<file path="config.mk">
export PLATFORM = sky130hd
export DESIGN_NAME = fpe_mul
export DESIGN_NICKNAME = d
export VERILOG_FILES = /design/src/fpe_pkg.sv /design/src/fpe_mul.sv
export SDC_FILE = /design/constraint.sdc
export NUM_CORES = 2
export LEC_CHECK = 0
export ABC_AREA = 1
export BUFFER_PORTS_ARGS = -buffer_cell sky130_fd_sc_hd__buf_2
export CAP_MARGIN = 20
export CORE_MARGIN = 5
export CORE_UTILIZATION = 48
export CTS_CLUSTER_SIZE = 24
export DETAILED_ROUTE_END_ITERATION = 8
export PLACE_DENSITY = 0.71
export SLEW_MARGIN = 25
export SYNTH_ARGS = -nofsm -noshare
export SYNTH_HDL_FRONTEND = slang
export SYNTH_SLANG_ARGS = --single-unit
</file>
<file path="constraint.sdc">
create_clock -name clk -period 14.27 [get_ports clk]
set_input_delay 0.7135 -clock clk [delete_from_list [all_inputs] [get_ports clk]]
set_output_delay 0.7135 -clock clk [all_outputs]
set_load 0.02 [all_outputs]
</file>
<file path="src/fpe_pkg.sv">
package fpe_pkg;

    localparam int FRAC_BITS_DEF = 16;
    localparam int ACC_W         = 68;
    localparam int NUM_PLANES    = 6;

    localparam logic CMD_LOAD = 1'b0;
    localparam logic CMD_TEST = 1'b1;

    localparam logic [1:0] VERDICT_OUTSIDE   = 2'd0;
    localparam logic [1:0] VERDICT_INSIDE    = 2'd1;
    localparam logic [1:0] VERDICT_NOT_READY = 2'd2;

    localparam logic [4:0] LAST_ELEM = 5'd31;

    localparam logic signed [ACC_W-1:0] SAT_HI = ACC_W'(64'sh7fffffff);
    localparam logic signed [ACC_W-1:0] SAT_LO = ACC_W'(-64'sh80000000);

    typedef enum logic [4:0] {
        S_IDLE,
        S_CLIP_RD,
        S_CLIP_MUL,
        S_CLIP_ACC,
        S_PL_RD,
        S_PL_RAW,
        S_PL_SQ,
        S_PL_SQACC,
        S_PL_CHK,
        S_PL_SQW,
        S_PL_DGO,
        S_PL_DW,
        S_PL_ZERO,
        S_T_RD,
        S_T_USE,
        S_T_ACC,
        S_FIN
    } state_t;

    function automatic logic signed [31:0] sat32(input logic signed [ACC_W-1:0] v);
        logic signed [31:0] r;
        if (v > SAT_HI)
        begin
            r = 32'sh7fffffff;
        end
        else if (v < SAT_LO)
        begin
            r = -32'sh80000000;
        end
        else
        begin
            r = v[31:0];
        end
        return r;
    endfunction

    // column of clip paired with column 3: right, left, bottom, top, far, near
    function automatic logic [1:0] plane_col(input logic [2:0] p);
        logic [1:0] c;
        case (p)
            3'd0, 3'd1: c = 2'd0;
            3'd2, 3'd3: c = 2'd1;
            default:    c = 2'd2;
        endcase
        return c;
    endfunction

    function automatic logic plane_add(input logic [2:0] p);
        logic a;
        case (p)
            3'd1, 3'd2, 3'd5: a = 1'b1;
            default:          a = 1'b0;
        endcase
        return a;
    endfunction

endpackage

</file>
<file path="src/fpe_mul.sv">
module fpe_mul
    import fpe_pkg::*;
(
    input  logic               clk,
    input  logic signed [31:0] a,
    input  logic signed [31:0] b,
    output logic signed [63:0] p
);

    logic signed [63:0] p_reg;

    always_ff @(posedge clk)
    begin
        p_reg <= 64'(a) * 64'(b);
    end

    assign p = p_reg;

endmodule

</file>
==> impl_metrics.toml <==
[cells_and_area]
largest_reg_flops = 64
fin_nets = 6408
area_growth_pct = 4.06
drive_gt1_share_pct = 4.57
nFillCells = 7890
final_cells = 6166

[clock_network]
cts.clk_slew.worst_paths_ns = 0.06
cts_buffer_depth = 2
cts_root_buffer = "clkbuf_16"
h-tree-depth = 3
cts_tree = "built"
cts_made_buffers = 9
clock-sinks = 64
cts_resized = 0
cts_hold_buf = 0
cts_setup_buffers = 0

[drt]
drtIter0Drc = 2410
wl_um = 109000
num_vias = 31000
wl_per_cell_um = 17.7
ant_nets = 0
vias_per_cell = 5.03
drc = 0
first_pass_iters = 6

[synth]
ys_top_cells_by_area = "fa_1, inv_1, nand2_1"
synthSimpleGateAreaFrac_pct = 17.5
ys.warnings.count = 0
synthCells = 5124
ys_seq_area_share_pct = 3.19
synth_top_cell_area_share_pct = 53.9
synth_ff_type = "dfxtp_1"
synth.distinct_cells = 27
syn_nets = 6455
netlist_area_sq_um = 40200
synth_compound_area_share_pct = 1.26
synth_edf_count = 0
synthAdderAreaFrac_pct = 59.6
synthTopCellsByCount = "inv_1, nand2_1, fa_1"
async_flop_share_pct = 0
synth.area.mux_share_pct = 0
synth_top_family_by_area = "adder cells"
synth_most_common_cell = "inv_1"
syn_area_per_cell_sq_um = 7.85
yosys.area.top_type = "fa_1"
ys_ff_latch = 64
synth_xor_area_share_pct = 0.741

[floorplanning]
io_pins = 129
core-area_sq_um = 83400
placementRows = 106
die_w_um = 299
die-area_sq_um = 89600
die-height_um = 299
initial_utilization_pct = 48.2

[timing]
clock.fmax_ghz = 0.119
tns_ns = 0
hold_viol = 0
period_share_pct = 58.7
rsz0062_at_grt = "no"
drv_slew = 0
worstMarginPinSlew_ns = 1.04
setup_viol = 0
period_minus_slack_ns = 8.38
relSlewSlack_pct = 30.6

[place]
hpwlAfterDp_um = 92900
io_buffers = 128
place.gp.congestion = 1.03
post-place-cells = 6146

[worst_hold_path]
holdPathStages = 3
hold_path.class = "in2reg"

[global_routing]
grt_max_degree = 33
overflow = 0
antenna_found_initial = 5
grt_pass1_vias = 33900
track_usage_pct = 25.4
grt_first_pass_wirelength_um = 181000

[critical_path]
start_kind = "primary input"
cp_slowest_stage_delay_ns = 1.03
cp_data_required_time_ns = 14.51
cp.depth = 25
crit_family = "adder cells"
crit_arrival_ns = 8.62
cp_max_fo = 32
cp_num_buf_inv = 7
slowest_stage = "fa_1"
crit_type = "in2reg"
crit_top_cell = "fa_1"
cp-end-kind = "flop"

[run_status]
outcome = "completed"

[job]
drv_cap = 0
[path summary, 6_finish.rpt]
check                 start  endpoint  slack [ns]
worst min-delay path   b[0]      p[0]        0.92
worst max-delay path  a[31]     p[60]        5.89
[tightest hold or removal path: cells and delay by family]
family,cells,cell delay [ns]
buf+inv,2,0.35
simple gates,1,0.16
[metrics by stage]
step | util [%] | hold slack [ns] | instance area (sq um) | worst slack [ns]
floorplan | - | 0.811 | 40200 | 6.91
global placement | 49.8 | 1.13 | 41500 | 5.75
detailed placement | 49.8 | 1.13 | 41500 | 5.62
CTS | 50.1 | 0.911 | 41800 | 5.97
global route | 50.1 | 0.951 | 41800 | 5.41
finish | 50.2 | 0.921 | 41800 | 5.89
[layout by cell type (no fill, tap or decap)]
| master | count |
|---|---|
| a21o_1 | 2 |
| a21oi_1 | 62 |
| a21oi_2 | 1 |
| buf_2 | 128 |
| buf_4 | 6 |
| bufinv_16 | 1 |
| clkbuf_16 | 9 |
| clkinv_4 | 2 |
| clkinvlp_4 | 3 |
| dfxtp_1 | 64 |
| diode_2 | 4 |
| fa_1 | 1082 |
| ha_1 | 184 |
| inv_1 | 1692 |
| inv_2 | 8 |
| inv_8 | 1 |
| nand2_1 | 1504 |
| nand2_2 | 21 |
| nand3_1 | 73 |
| nand3_2 | 6 |
| nand3b_1 | 6 |
| nand4_1 | 13 |
| nor2_1 | 93 |
| nor2_2 | 31 |
| nor2_4 | 3 |
| nor3_1 | 11 |
| nor3_2 | 5 |
| o21a_1 | 1 |
| o21ai_0 | 17 |
| o21ai_1 | 4 |
| o21bai_1 | 8 |
| or2_2 | 7 |
| xnor2_1 | 3 |
| xor2_1 | 31 |
[layout make-up]
class                      instances  area, sq um  area share [%]
antenna                            4         10.0          0.0239
clock buffer                       9          225           0.538
clock inverter                     7         81.3           0.194
inverter                        1700         6380            15.3
multi-input combinational       3168        31800            76.1
sequential                        64         1280            3.06
tap                             1080         1350            3.23
timing repair buffer             134          686            1.64
[logic make-up (layout without fill, tap and decap cells)]
kind of cell | after synthesis | in the layout
xor+xnor | 34 | 34
compound gates | 95 | 95
simple gates | 1773 | 1773
other cells | 0 | 4
flops | 64 | 64
buf+inv | 1892 | 1850
fa+ha+maj | 1266 | 1266
[layer usage]
layer / wire length [um] / vias to the layer above / global-route usage, %
met1: 44400 / 15800 / 34.8
li1: - / 13800 / -
met3: 7880 / 204 / 2.93
met5: 12 / - / 0
met2: 53700 / 1209 / 43.5
met4: 3290 / 2 / 6.70
Power is left out: the tool's default activity adds up to more than one toggle a clock period on the data nets, which glitch-free logic cannot reach.
