[src/fpe_pkg.sv]
package fpe_pkg;

    localparam int FRAC_BITS_DEF = 16;
    localparam int ACC_W         = 68;
    localparam int NUM_PLANES    = 6;

    localparam logic CMD_LOAD = 1'b0;
    localparam logic CMD_TEST = 1'b1;

    localparam logic [1:0] VERDICT_OUTSIDE   = 2'd0;
    localparam logic [1:0] VERDICT_INSIDE    = 2'd1;
    localparam logic [1:0] VERDICT_NOT_READY = 2'd2;

    localparam logic [4:0] LAST_ELEM = 5'd31;

    localparam logic signed [ACC_W-1:0] SAT_HI = ACC_W'(64'sh7fffffff);
    localparam logic signed [ACC_W-1:0] SAT_LO = ACC_W'(-64'sh80000000);

    typedef enum logic [4:0] {
        S_IDLE,
        S_CLIP_RD,
        S_CLIP_MUL,
        S_CLIP_ACC,
        S_PL_RD,
        S_PL_RAW,
        S_PL_SQ,
        S_PL_SQACC,
        S_PL_CHK,
        S_PL_SQW,
        S_PL_DGO,
        S_PL_DW,
        S_PL_ZERO,
        S_T_RD,
        S_T_USE,
        S_T_ACC,
        S_FIN
    } state_t;

    function automatic logic signed [31:0] sat32(input logic signed [ACC_W-1:0] v);
        logic signed [31:0] r;
        if (v > SAT_HI)
        begin
            r = 32'sh7fffffff;
        end
        else if (v < SAT_LO)
        begin
            r = -32'sh80000000;
        end
        else
        begin
            r = v[31:0];
        end
        return r;
    endfunction

    // column of clip paired with column 3: right, left, bottom, top, far, near
    function automatic logic [1:0] plane_col(input logic [2:0] p);
        logic [1:0] c;
        case (p)
            3'd0, 3'd1: c = 2'd0;
            3'd2, 3'd3: c = 2'd1;
            default:    c = 2'd2;
        endcase
        return c;
    endfunction

    function automatic logic plane_add(input logic [2:0] p);
        logic a;
        case (p)
            3'd1, 3'd2, 3'd5: a = 1'b1;
            default:          a = 1'b0;
        endcase
        return a;
    endfunction

endpackage

[src/fpe_div.sv]
module fpe_div
    import fpe_pkg::*;
#(
    parameter int DVD_W = 32 + FRAC_BITS_DEF
)
(
    input  logic             clk,
    input  logic             rst_n,
    input  logic             start,
    input  logic [DVD_W-1:0] dividend,
    input  logic [31:0]      divisor,
    output logic             done,
    output logic [DVD_W-1:0] quotient
);

    localparam int CNT_W = $clog2(DVD_W + 1);

    logic [DVD_W-1:0] quo_reg;
    logic [32:0]      rem_reg;
    logic [31:0]      dsr_reg;
    logic [CNT_W-1:0] cnt_reg;
    logic             busy_reg;
    logic             done_reg;

    logic [32:0] rem_sh;
    logic        fit;

    // restoring division, one quotient bit per cycle
    assign rem_sh = {rem_reg[31:0], quo_reg[DVD_W-1]};
    assign fit    = rem_sh >= {1'b0, dsr_reg};

    always_ff @(posedge clk or negedge rst_n)
    begin
        if (!rst_n)
        begin
            busy_reg <= 1'b0;
            done_reg <= 1'b0;
            cnt_reg  <= '0;
        end
        else
        begin
            done_reg <= 1'b0;
            if (start)
            begin
                busy_reg <= 1'b1;
                cnt_reg  <= CNT_W'(DVD_W);
            end
            else if (busy_reg)
            begin
                cnt_reg <= cnt_reg - 1'b1;
                if (cnt_reg == CNT_W'(1))
                begin
                    busy_reg <= 1'b0;
                    done_reg <= 1'b1;
                end
            end
        end
    end

    always_ff @(posedge clk)
    begin
        if (start)
        begin
            quo_reg <= dividend;
            rem_reg <= '0;
            dsr_reg <= divisor;
        end
        else if (busy_reg)
        begin
            quo_reg <= {quo_reg[DVD_W-2:0], fit};
            rem_reg <= fit ? rem_sh - {1'b0, dsr_reg} : rem_sh;
        end
    end

    assign done     = done_reg;
    assign quotient = quo_reg;

endmodule

[config.mk]
export PLATFORM = sky130hd
export DESIGN_NAME = fpe_div
export DESIGN_NICKNAME = d
export VERILOG_FILES = /design/src/fpe_pkg.sv /design/src/fpe_div.sv
export SDC_FILE = /design/constraint.sdc
export NUM_CORES = 1
export LEC_CHECK = 0
export ABC_CLOCK_PERIOD_IN_PS = 6000
export CAP_MARGIN = 0
export CORE_MARGIN = 5
export CORE_UTILIZATION = 50
export CTS_BUF_LIST = sky130_fd_sc_hd__clkbuf_8
export CTS_CLUSTER_DIAMETER = 30
export CTS_CLUSTER_SIZE = 40
export DETAILED_ROUTE_END_ITERATION = 6
export DONT_BUFFER_PORTS = 1
export MAX_ROUTING_LAYER = met4
export PLACE_DENSITY = 0.75
export SYNTH_ARGS = -nofsm -noshare
export SYNTH_HDL_FRONTEND = slang
export SYNTH_SLANG_ARGS = --single-unit
[constraint.sdc]
create_clock -name clk -period 6 [get_ports clk]
set_clock_uncertainty 0.15 [all_clocks]
set_input_delay 0 -clock clk [delete_from_list [all_inputs] [get_ports clk]]
set_output_delay 0 -clock clk [all_outputs]
set_load 0.03 [all_outputs]
==> metrics.csv <==
metric,value,unit
status,"finished, final reports clean",
"FF+latch count, synth",120,
PD cells,369,nW/um2
Worst Path Max Fanout,40,
Gate Count Post-Synth,595,
Post-synth ARST share,6.67,%
post-synthesis sequential area ratio,49.5,%
final net count,798,
f_max,242,MHz
number of flops mapped to enable cells by yosys,80,
Via density,5.54,
Core ar.,12700,um2
Final TNS setup,0,ns
share of layout cells above drive strength 1,13.0,%
R2R setup slack,1.87,ns
initial core utilization,51.5,%
kind of end point of the critical path,register,
# rows,41,
final instance area,7980,um2
hold depth,1,
top-count cell post-synth,edfxtp_1,
worst r2r path cells,12,
vias in the first global route,4989,
Die Y,125,um
crit path cell chain,inv_1 -> ha_1 -> nand2b_1 -> a21oi_1 -> o21ai_1 -> a2111oi_4 -> o21ai_2 -> a31oi_4 -> buf_4 -> mux2i_1 -> a211oi_1 -> dlygate4sd3_1,
cell area after synthesis,6560,um2
CTS max path bufs,2,
DP HPWL,9590,um
routability cong.,0.890,
max reg flops,48,
cell family with most CP delay,compound AO/OA/AOI/OAI gates,
antenna violations before repair,0,
# IOs,132,
drt total wl,15500,um
Crit path depth,12,
Worst Path Buf+Inv,3,
Ant. Diodes,0,
synth cell count leaders,"80 x edfxtp_1, 54 x nor2_1, 48 x mux2_2",
crit start category,register,
Vias,4796,
initial DRC count,237,
Post CTS Setup Buffer Count,0,
CTS tree,done,
WS Path Type,reg2reg,
max_slew headroom,25.5,%
largest area contributor in the netlist,edfxtp_1,
RSZ-0062 raised after global routing,no,
crit-path max cell delay,0.61,ns
PortBufs,0,
CTS H-tree depth,4,
CTS buffer count,17,
top cell type's share of synthesized area,36.6,%
Leak,3.18,nW
worst slew pin tran,1.12,ns
Root Driver,clkbuf_8,
WP data arrival,4.33,ns
ranking of synthesized cells by area,"edfxtp_1 37%, dfxtp_1 9.8%, mux2_2 8.2%",
Post-Syn Nets,713,
DR pass1 iterations,4,
Sink Count,120,
final hold vios,0,
"Primary FF master, synth",edfxtp_1,
"Slowest-stage cell, CP",dlygate4sd3_1,
Final ANT Viol Nets,0,
area post-placement,6650,um2
Worst Path Required,6.20,ns
fin crit share,68.8,%
Max Slew Vio Count,0,
max cap viols,0,
Total GRT Usage,20.7,%
die width,125,um
Area Growth Syn to Fin,21.7,%
syn avg cell area,11.0,um2
Avg WL per Cell,18.0,um
final setup fails,0,
clock slew at reported path FFs,0.09,ns
post-layout minimum cycle time,4.13,ns
VDD IR max,0.000217,V
clock latency on the worst-skew pair,0.45,ns
# fillers,1030,
largest net degree at the start of global routing,122,
post-layout util,62.7,%
Hold Path Class,in2reg,
Yosys warnings,0,
die area,15500,um2
grt ovf,0,
DR DRC count,0,
first-pass GRT wire length,25400,um
Cell variety after synth,55,
final timing paths:
path / endpoint / startpoint
worst min-delay path: dsr_reg[22]$_DFFE_PP_ / divisor[22]
worst max register to register: rem_reg[21]$_SDFFE_PP0P_ / quotient[47]$_DFFE_PP_
min in group asynchronous: cnt_reg[1]$_DFFE_PN0P_ / rst_n
worst max-delay path: rem_reg[21]$_SDFFE_PP0P_ / quotient[47]$_DFFE_PP_
worst min register to register: rem_reg[10]$_SDFFE_PP0P_ / rem_reg[10]$_SDFFE_PP0P_
max in group asynchronous: busy_reg$_DFF_PN0_ / rst_n
logic make-up after synthesis:
kind of cell	share of synthesized area [%]
xor gates and xnor gates	4.14
DFF	49.5
muxes	11.9
buffers and inverters	4.31
AOI/OAI and AO/OA	12.8
adders and majority gates	6.80
and+or+nand+nor	10.5
through the flow:
stage,setup WS [ns],power (mW),instances,hold slack [ns]
after global placement,2.43,2.14,740,-0.445
after floorplan,2.79,2.01,595,-0.446
after detailed placement,2.34,2.17,740,-0.445
final,1.87,2.95,865,0.0367
after CTS,1.90,2.95,863,0.00137
after global routing,1.54,3.13,865,0.00224
report_power, final:
part           switching, mW  internal [mW]  leakage [nW]
Sequential             0.189           1.03          1.18
Clock                  0.367          0.336         0.193
Combinational          0.546          0.476          1.81
routing by layer:
| layer | up-vias | global-route usage [%] | part of all wire, % |
|---|---|---|---|
| met5 | - | - | 0 |
| met4 | 0 | 5.87 | 1.1 |
| met3 | 13 | 8.75 | 8.5 |
| met2 | 191 | 32.8 | 47 |
| met1 | 2244 | 24.4 | 43 |
| li1 | 2348 | - | - |
layout make-up:
| cell class | instances | area, um2 | share of cell area, % |
|---|---|---|---|
| well taps | 172 | 215 | 2.70 |
| clock buffers | 17 | 234 | 2.93 |
| repair buffers | 94 | 956 | 12.0 |
| inverters | 42 | 158 | 1.98 |
| multi-input cells | 405 | 3030 | 38.0 |
| clock inverters | 15 | 141 | 1.77 |
| flip-flops and latches | 120 | 3240 | 40.7 |
timing repair:
action / 4_1_cts / 5_1_grt
hold buffers: 91 / 2
endpoints found under the hold margin: 160 / 2
resized for setup: 0 / 0
layout by cell type (no fill, tap or decap), types with 5 or more instances in the layout:
master         Yosys  final
mux2_2            48     48
xnor2_1           19     19
nand3_1            6      6
o21ai_0           21     21
nor2_1            54     54
a211oi_1          31     31
xor2_1            12     12
dfrtp_1            8      7
inv_6              0      6
nand2b_1          11     11
o21bai_1           5      5
nand4_1            9      9
a21o_1             8      8
nor3_1             9      9
dlygate4sd3_1      0     92
clkbuf_8           0     17
nor4_1             5      5
a21oi_1           28     28
mux2i_1           24     24
edfxtp_1          80     80
dfxtp_1           32     32
inv_1             42     42
nand2_1           30     30
ha_1              34     34
worst reg2reg max path, cell delays in order, from the launching register on:
cell           delay [ns]
edfxtp_1             0.56
inv_1                0.12
ha_1                 0.26
nand2b_1             0.17
a21oi_1              0.24
o21ai_1              0.22
a2111oi_4            0.43
o21ai_2              0.12
a31oi_4              0.32
buf_4                0.51
mux2i_1              0.25
a211oi_1             0.09
dlygate4sd3_1        0.61
Power figures use the tool's default switching activity.
