<file path="src/fpe_pkg.sv">
package fpe_pkg;

    localparam int FRAC_BITS_DEF = 16;
    localparam int ACC_W         = 68;
    localparam int NUM_PLANES    = 6;

    localparam logic CMD_LOAD = 1'b0;
    localparam logic CMD_TEST = 1'b1;

    localparam logic [1:0] VERDICT_OUTSIDE   = 2'd0;
    localparam logic [1:0] VERDICT_INSIDE    = 2'd1;
    localparam logic [1:0] VERDICT_NOT_READY = 2'd2;

    localparam logic [4:0] LAST_ELEM = 5'd31;

    localparam logic signed [ACC_W-1:0] SAT_HI = ACC_W'(64'sh7fffffff);
    localparam logic signed [ACC_W-1:0] SAT_LO = ACC_W'(-64'sh80000000);

    typedef enum logic [4:0] {
        S_IDLE,
        S_CLIP_RD,
        S_CLIP_MUL,
        S_CLIP_ACC,
        S_PL_RD,
        S_PL_RAW,
        S_PL_SQ,
        S_PL_SQACC,
        S_PL_CHK,
        S_PL_SQW,
        S_PL_DGO,
        S_PL_DW,
        S_PL_ZERO,
        S_T_RD,
        S_T_USE,
        S_T_ACC,
        S_FIN
    } state_t;

    function automatic logic signed [31:0] sat32(input logic signed [ACC_W-1:0] v);
        logic signed [31:0] r;
        if (v > SAT_HI)
        begin
            r = 32'sh7fffffff;
        end
        else if (v < SAT_LO)
        begin
            r = -32'sh80000000;
        end
        else
        begin
            r = v[31:0];
        end
        return r;
    endfunction

    // column of clip paired with column 3: right, left, bottom, top, far, near
    function automatic logic [1:0] plane_col(input logic [2:0] p);
        logic [1:0] c;
        case (p)
            3'd0, 3'd1: c = 2'd0;
            3'd2, 3'd3: c = 2'd1;
            default:    c = 2'd2;
        endcase
        return c;
    endfunction

    function automatic logic plane_add(input logic [2:0] p);
        logic a;
        case (p)
            3'd1, 3'd2, 3'd5: a = 1'b1;
            default:          a = 1'b0;
        endcase
        return a;
    endfunction

endpackage

</file>
<file path="src/fpe_sqrt.sv">
module fpe_sqrt
    import fpe_pkg::*;
(
    input  logic        clk,
    input  logic        rst_n,
    input  logic        start,
    input  logic [63:0] din,
    output logic        done,
    output logic [31:0] root
);

    localparam int STEPS = 32;
    localparam int CNT_W = $clog2(STEPS + 1);

    logic [63:0]      v_reg;
    logic [33:0]      rem_reg;
    logic [31:0]      root_reg;
    logic [CNT_W-1:0] cnt_reg;
    logic             busy_reg;
    logic             done_reg;

    logic [33:0] rem_sh;
    logic [33:0] trial;
    logic        fit;

    // two bits of the radicand per step
    assign rem_sh = {rem_reg[31:0], v_reg[63:62]};
    assign trial  = {root_reg, 2'b01};
    assign fit    = rem_sh >= trial;

    always_ff @(posedge clk or negedge rst_n)
    begin
        if (!rst_n)
        begin
            busy_reg <= 1'b0;
            done_reg <= 1'b0;
            cnt_reg  <= '0;
        end
        else
        begin
            done_reg <= 1'b0;
            if (start)
            begin
                busy_reg <= 1'b1;
                cnt_reg  <= CNT_W'(STEPS);
            end
            else if (busy_reg)
            begin
                cnt_reg <= cnt_reg - 1'b1;
                if (cnt_reg == CNT_W'(1))
                begin
                    busy_reg <= 1'b0;
                    done_reg <= 1'b1;
                end
            end
        end
    end

    always_ff @(posedge clk)
    begin
        if (start)
        begin
            v_reg    <= din;
            rem_reg  <= '0;
            root_reg <= '0;
        end
        else if (busy_reg)
        begin
            v_reg    <= {v_reg[61:0], 2'b00};
            rem_reg  <= fit ? rem_sh - trial : rem_sh;
            root_reg <= {root_reg[30:0], fit};
        end
    end

    assign done = done_reg;
    assign root = root_reg;

endmodule

</file>
<file path="config.mk">
export PLATFORM = sky130hd
export DESIGN_NAME = fpe_sqrt
export DESIGN_NICKNAME = d
export VERILOG_FILES = /design/src/fpe_pkg.sv /design/src/fpe_sqrt.sv
export SDC_FILE = /design/constraint.sdc
export NUM_CORES = 1
export LEC_CHECK = 0
export ABC_AREA = 1
export BUFFER_PORTS_ARGS = -buffer_cell sky130_fd_sc_hd__buf_4
export CAP_MARGIN = 10
export CORE_UTILIZATION = 59
export CTS_CLUSTER_SIZE = 10
export DETAILED_ROUTE_END_ITERATION = 10
export PLACE_DENSITY = 0.81
export SETUP_SLACK_MARGIN = 0.02
export SLEW_MARGIN = 20
export SYNTH_ARGS = -nofsm -noshare
export SYNTH_HDL_FRONTEND = slang
export SYNTH_SLANG_ARGS = --single-unit
</file>
<file path="constraint.sdc">
create_clock -name clk -period 4.2 [get_ports clk]
set_input_delay 0.21 -clock clk [delete_from_list [all_inputs] [get_ports clk]]
set_output_delay 0.21 -clock clk [all_outputs]
set_load 0.005 [all_outputs]
</file>
==> out/metrics.csv <==
stage,metric,value,unit
placement,hpwl,13.66,mm
placement,globalplace.congestion,0.9969,
cells_and_area,area_growth,18.53,%
job,drv_cap,0,
worst_hold_path,min_from,din[1],
logic_synthesis,ys_ff_latch,136,
sta,fmax,371.0,MHz
global_route,grt-ovfl-total,0,
sta,maxSlewHeadroom,45.05,%
pwr,power.density,732.8,nW/µm²
cts,worstSkewPairLatency,0.43,ns
global_route,antenna_found_initial,0,
die,initial_utilization,60.74,%
critical_path,reg2regPathDepth,14,
route,firstDrtPassIters,5,
logic_synthesis,synth_seq_area_share,41.98,%
pwr,finalPower,0.007043,W
route,drt_iter0_markers,457,
logic_synthesis,syn_nets,1245,
sta,tightestPinTransition,0.8192,ns
placement,dpl.cell_count,1388,
cts,h-tree-depth,4,
route,vias,7343,
route,wirelength,19.75,mm
route,routedWlPerCell,13.90,µm
cts,cts-buffers-inserted,17,
critical_path,crit_path_cell_trace,inv_1 > ha_1 > a21oi_1 > nand2_1 > nand2_1 > nand2_1 > nand2_2 > nand3_4 > nor2_8 > nand2_8 > nand2_1 > nand2_1 > nand2_1 > nand2_1,
sta,final_max_slew_viol_count,0,
logic_synthesis,synth_edf_count,64,
cts,clock_sinks,136,
logic_synthesis,ys.flop_type,edfxtp_1,
cells_and_area,diodes,0,
die,die_area,14210,µm²
logic_synthesis,synth_cell_types,38,
logic_synthesis,synth.avg_cell_area,7.100,µm²
pwr,leakage,5.012,nW
placement,dp_slack,1.513,ns
route,ant_nets,0,
global_route,grt_max_degree,69,
critical_path,cp_slowest_cell,nor2_8,
route,drcViolationCount,0,
sta,rsz0062_at_grt,no,
sta,fin_skew,0.01114,ns
logic_synthesis,synth_area,8108,µm²
global_route,grt_first_pass_wirelength,33.57,mm
critical_path,setup.worst_path.end_class,register,
worst_hold_path,hold_end,v_reg[1]$_SDFFCE_PN0P_,
route,via_per_inst,5.167,
cts,cts_tree,built,
cts,path_clk_slew,0.06,ns
placement,portBuffers,99,
critical_path,cp_common_cell,nand2_1,
critical_path,reg2reg_slack,1.50,ns
critical_path,cp.required,4.52,ns
worst_hold_path,hold_path_class,primary input to register,
global_route,grt_usage,29.80,%
logic_synthesis,synth_cells,1142,
critical_path,r2r-end,rem_reg[25]$_SDFFE_PP0P_,
pwr,ir_worst_vdd,0.0004027,V
sta,setup_tns,0,ns
cts,postCtsSetupBuffers,0,
sta,hold_violations,0,
cells_and_area,largest_reg_flops,64,
logic_synthesis,yosys_warnings,0,
critical_path,worstSetupPathType,register to register,
die,die_h,119.2,µm
logic_synthesis,async_flop_share,5.882,%
cells_and_area,drive_gt1_share,14.78,%
global_route,grt_pass1_vias,7249,
critical_path,crit-reg2reg-launch,root[19]$_SDFFE_PP0P_,
status,status,finished clean,
cells_and_area,fin_util,72.00,%
die,coreArea,13350,µm²
sta,timing.final.ws_setup,1.505,ns
sta,fin_crit,2.695,ns
critical_path,critical_path.max_fanout,33,
sta,fin_crit_sh,64.18,%
critical_path,arrival,3.01,ns
cts,cts-root-buf,clkbuf_16,
sta,setup_violations,0,
critical_path,max_stage_delay,0.40,ns
die,rows,42,
cts,cts_buffer_depth,2,
cells_and_area,fillers,1070,
critical_path,startpoint_type,register,
die,die_w,119.2,µm
cells_and_area,nets,1335,
die,io_pins,100,
cells_and_area,instances_no_fill,1421,
worst_hold_path,whs_path_depth,3,
[critical path, delay by kind of cell (launching register included)]
| family | cells | cell delay (ns) |
|---|---|---|
| fa+ha+maj | 1 | 0.36 |
| simple gates | 11 | 1.56 |
| buf+inv | 1 | 0.08 |
| flops | 1 | 0.32 |
| compound gates | 1 | 0.23 |
[cell families after synthesis]
logic type / count (synthesis) / synth area share [%]
adders and majority gates: 36 / 5.556
DFF: 136 / 41.98
and+or+nand+nor: 702 / 36.85
AOI/OAI and AO/OA: 74 / 5.232
buffers and inverters: 180 / 8.873
xor gates and xnor gates: 14 / 1.512
[metal layers]
| metal | track usage [%] | routed length [µm] |
|---|---|---|
| met5 | 0 | 0 |
| met1 | 37.05 | 8556 |
| met4 | 12.34 | 582 |
| met3 | 6.418 | 1052 |
| met2 | 50.04 | 9560 |
[metrics by stage]
| stage | instance area (µm²) | hold slack [ns] |
|---|---|---|
| 3_3_place_gp | 8952 | 0.03346 |
| 5_1_grt | 9610 | 0.05659 |
| 2_1_floorplan | 8108 | -0.08559 |
| 6_report | 9610 | 0.03730 |
| 3_5_place_dp | 8952 | 0.03322 |
| 4_1_cts | 9610 | 0.03202 |
[power by group]
| group | switching [W] | internal, W |
|---|---|---|
| combinational | 0.00241 | 0.00122 |
| clock | 0.000602 | 0.00106 |
| sequential | 0.000132 | 0.00162 |
[final cells by class]
class                      instances  area, µm²  area share (%)
sequential                       136       3403           35.41
multi-input combinational        826       3990           41.52
tap                              176      220.2           2.291
timing repair buffer             104      795.8           8.280
clock inverter                    13      215.2           2.239
clock buffer                      19      432.9           4.505
inverter                         147      553.0           5.754
[Yosys cell counts, types with 7 or more instances]
cell,count,share of area [%]
inv_1,140,6.5
dfrtp_1,8,2.5
nor3_1,7,0.43
nand3_1,62,3.8
clkbuf_1,21,0.97
nor2_2,7,0.54
a21oi_1,24,1.5
xor2_1,13,1.4
o22ai_1,32,2.5
dfxtp_1,64,16
nand2_2,23,1.8
nand3b_1,13,1.2
ha_1,36,5.6
nor2_1,44,2.0
o21ai_0,11,0.68
edfxtp_1,64,24
nand2_1,527,24
[worst max path at each step]
stage                                     start                        to  slack [ns]  cells after the start
after global placement    root[19]$_SDFFE_PP0P_  rem_reg[25]$_SDFFE_PP0P_        1.56                     14
after floorplan              busy_reg$_DFF_PN0_    v_reg[0]$_SDFFCE_PN0P_        1.25                      3
final                     root[19]$_SDFFE_PP0P_  rem_reg[25]$_SDFFE_PP0P_        1.50                     14
after CTS                 root[19]$_SDFFE_PP0P_  rem_reg[25]$_SDFFE_PP0P_        1.49                     14
after detailed placement  root[19]$_SDFFE_PP0P_  rem_reg[25]$_SDFFE_PP0P_        1.51                     14
after global routing      root[19]$_SDFFE_PP0P_  rem_reg[30]$_SDFFE_PP0P_        1.19                     14
[placed cells by master (no fill, tap or decap), drive strengths merged]
| cell type | Yosys | layout |
|---|---|---|
| nand2 | 553 | 553 |
| inv | 145 | 148 |
| buf | 12 | 103 |
| nand3 | 65 | 65 |
| dfxtp | 64 | 64 |
| edfxtp | 64 | 64 |
| nor2 | 56 | 56 |
| ha | 36 | 36 |
| o22ai | 32 | 32 |
| a21oi | 24 | 24 |
| clkbuf | 21 | 19 |
| nand3b | 13 | 13 |
| xor2 | 13 | 13 |
| o21ai | 12 | 12 |
| dfrtp | 8 | 8 |
| nor3 | 8 | 8 |
| clkinv | 2 | 6 |
| o21bai | 5 | 5 |
| nand4 | 5 | 5 |
| bufinv | 0 | 5 |
| and3 | 1 | 1 |
| a31oi | 1 | 1 |
| xnor2 | 1 | 1 |
| nor4 | 1 | 1 |
| clkinvlp | 0 | 1 |
| dlygate4sd3 | 0 | 1 |
[what timing repair did]
| action | in CTS | in global routing |
|---|---|---|
| hold buffers | 1 | 0 |
| resized for setup | 0 | 0 |
| endpoints found under the hold margin | 8 | 0 |
No activity file was read; power rests on OpenSTA's default activity.
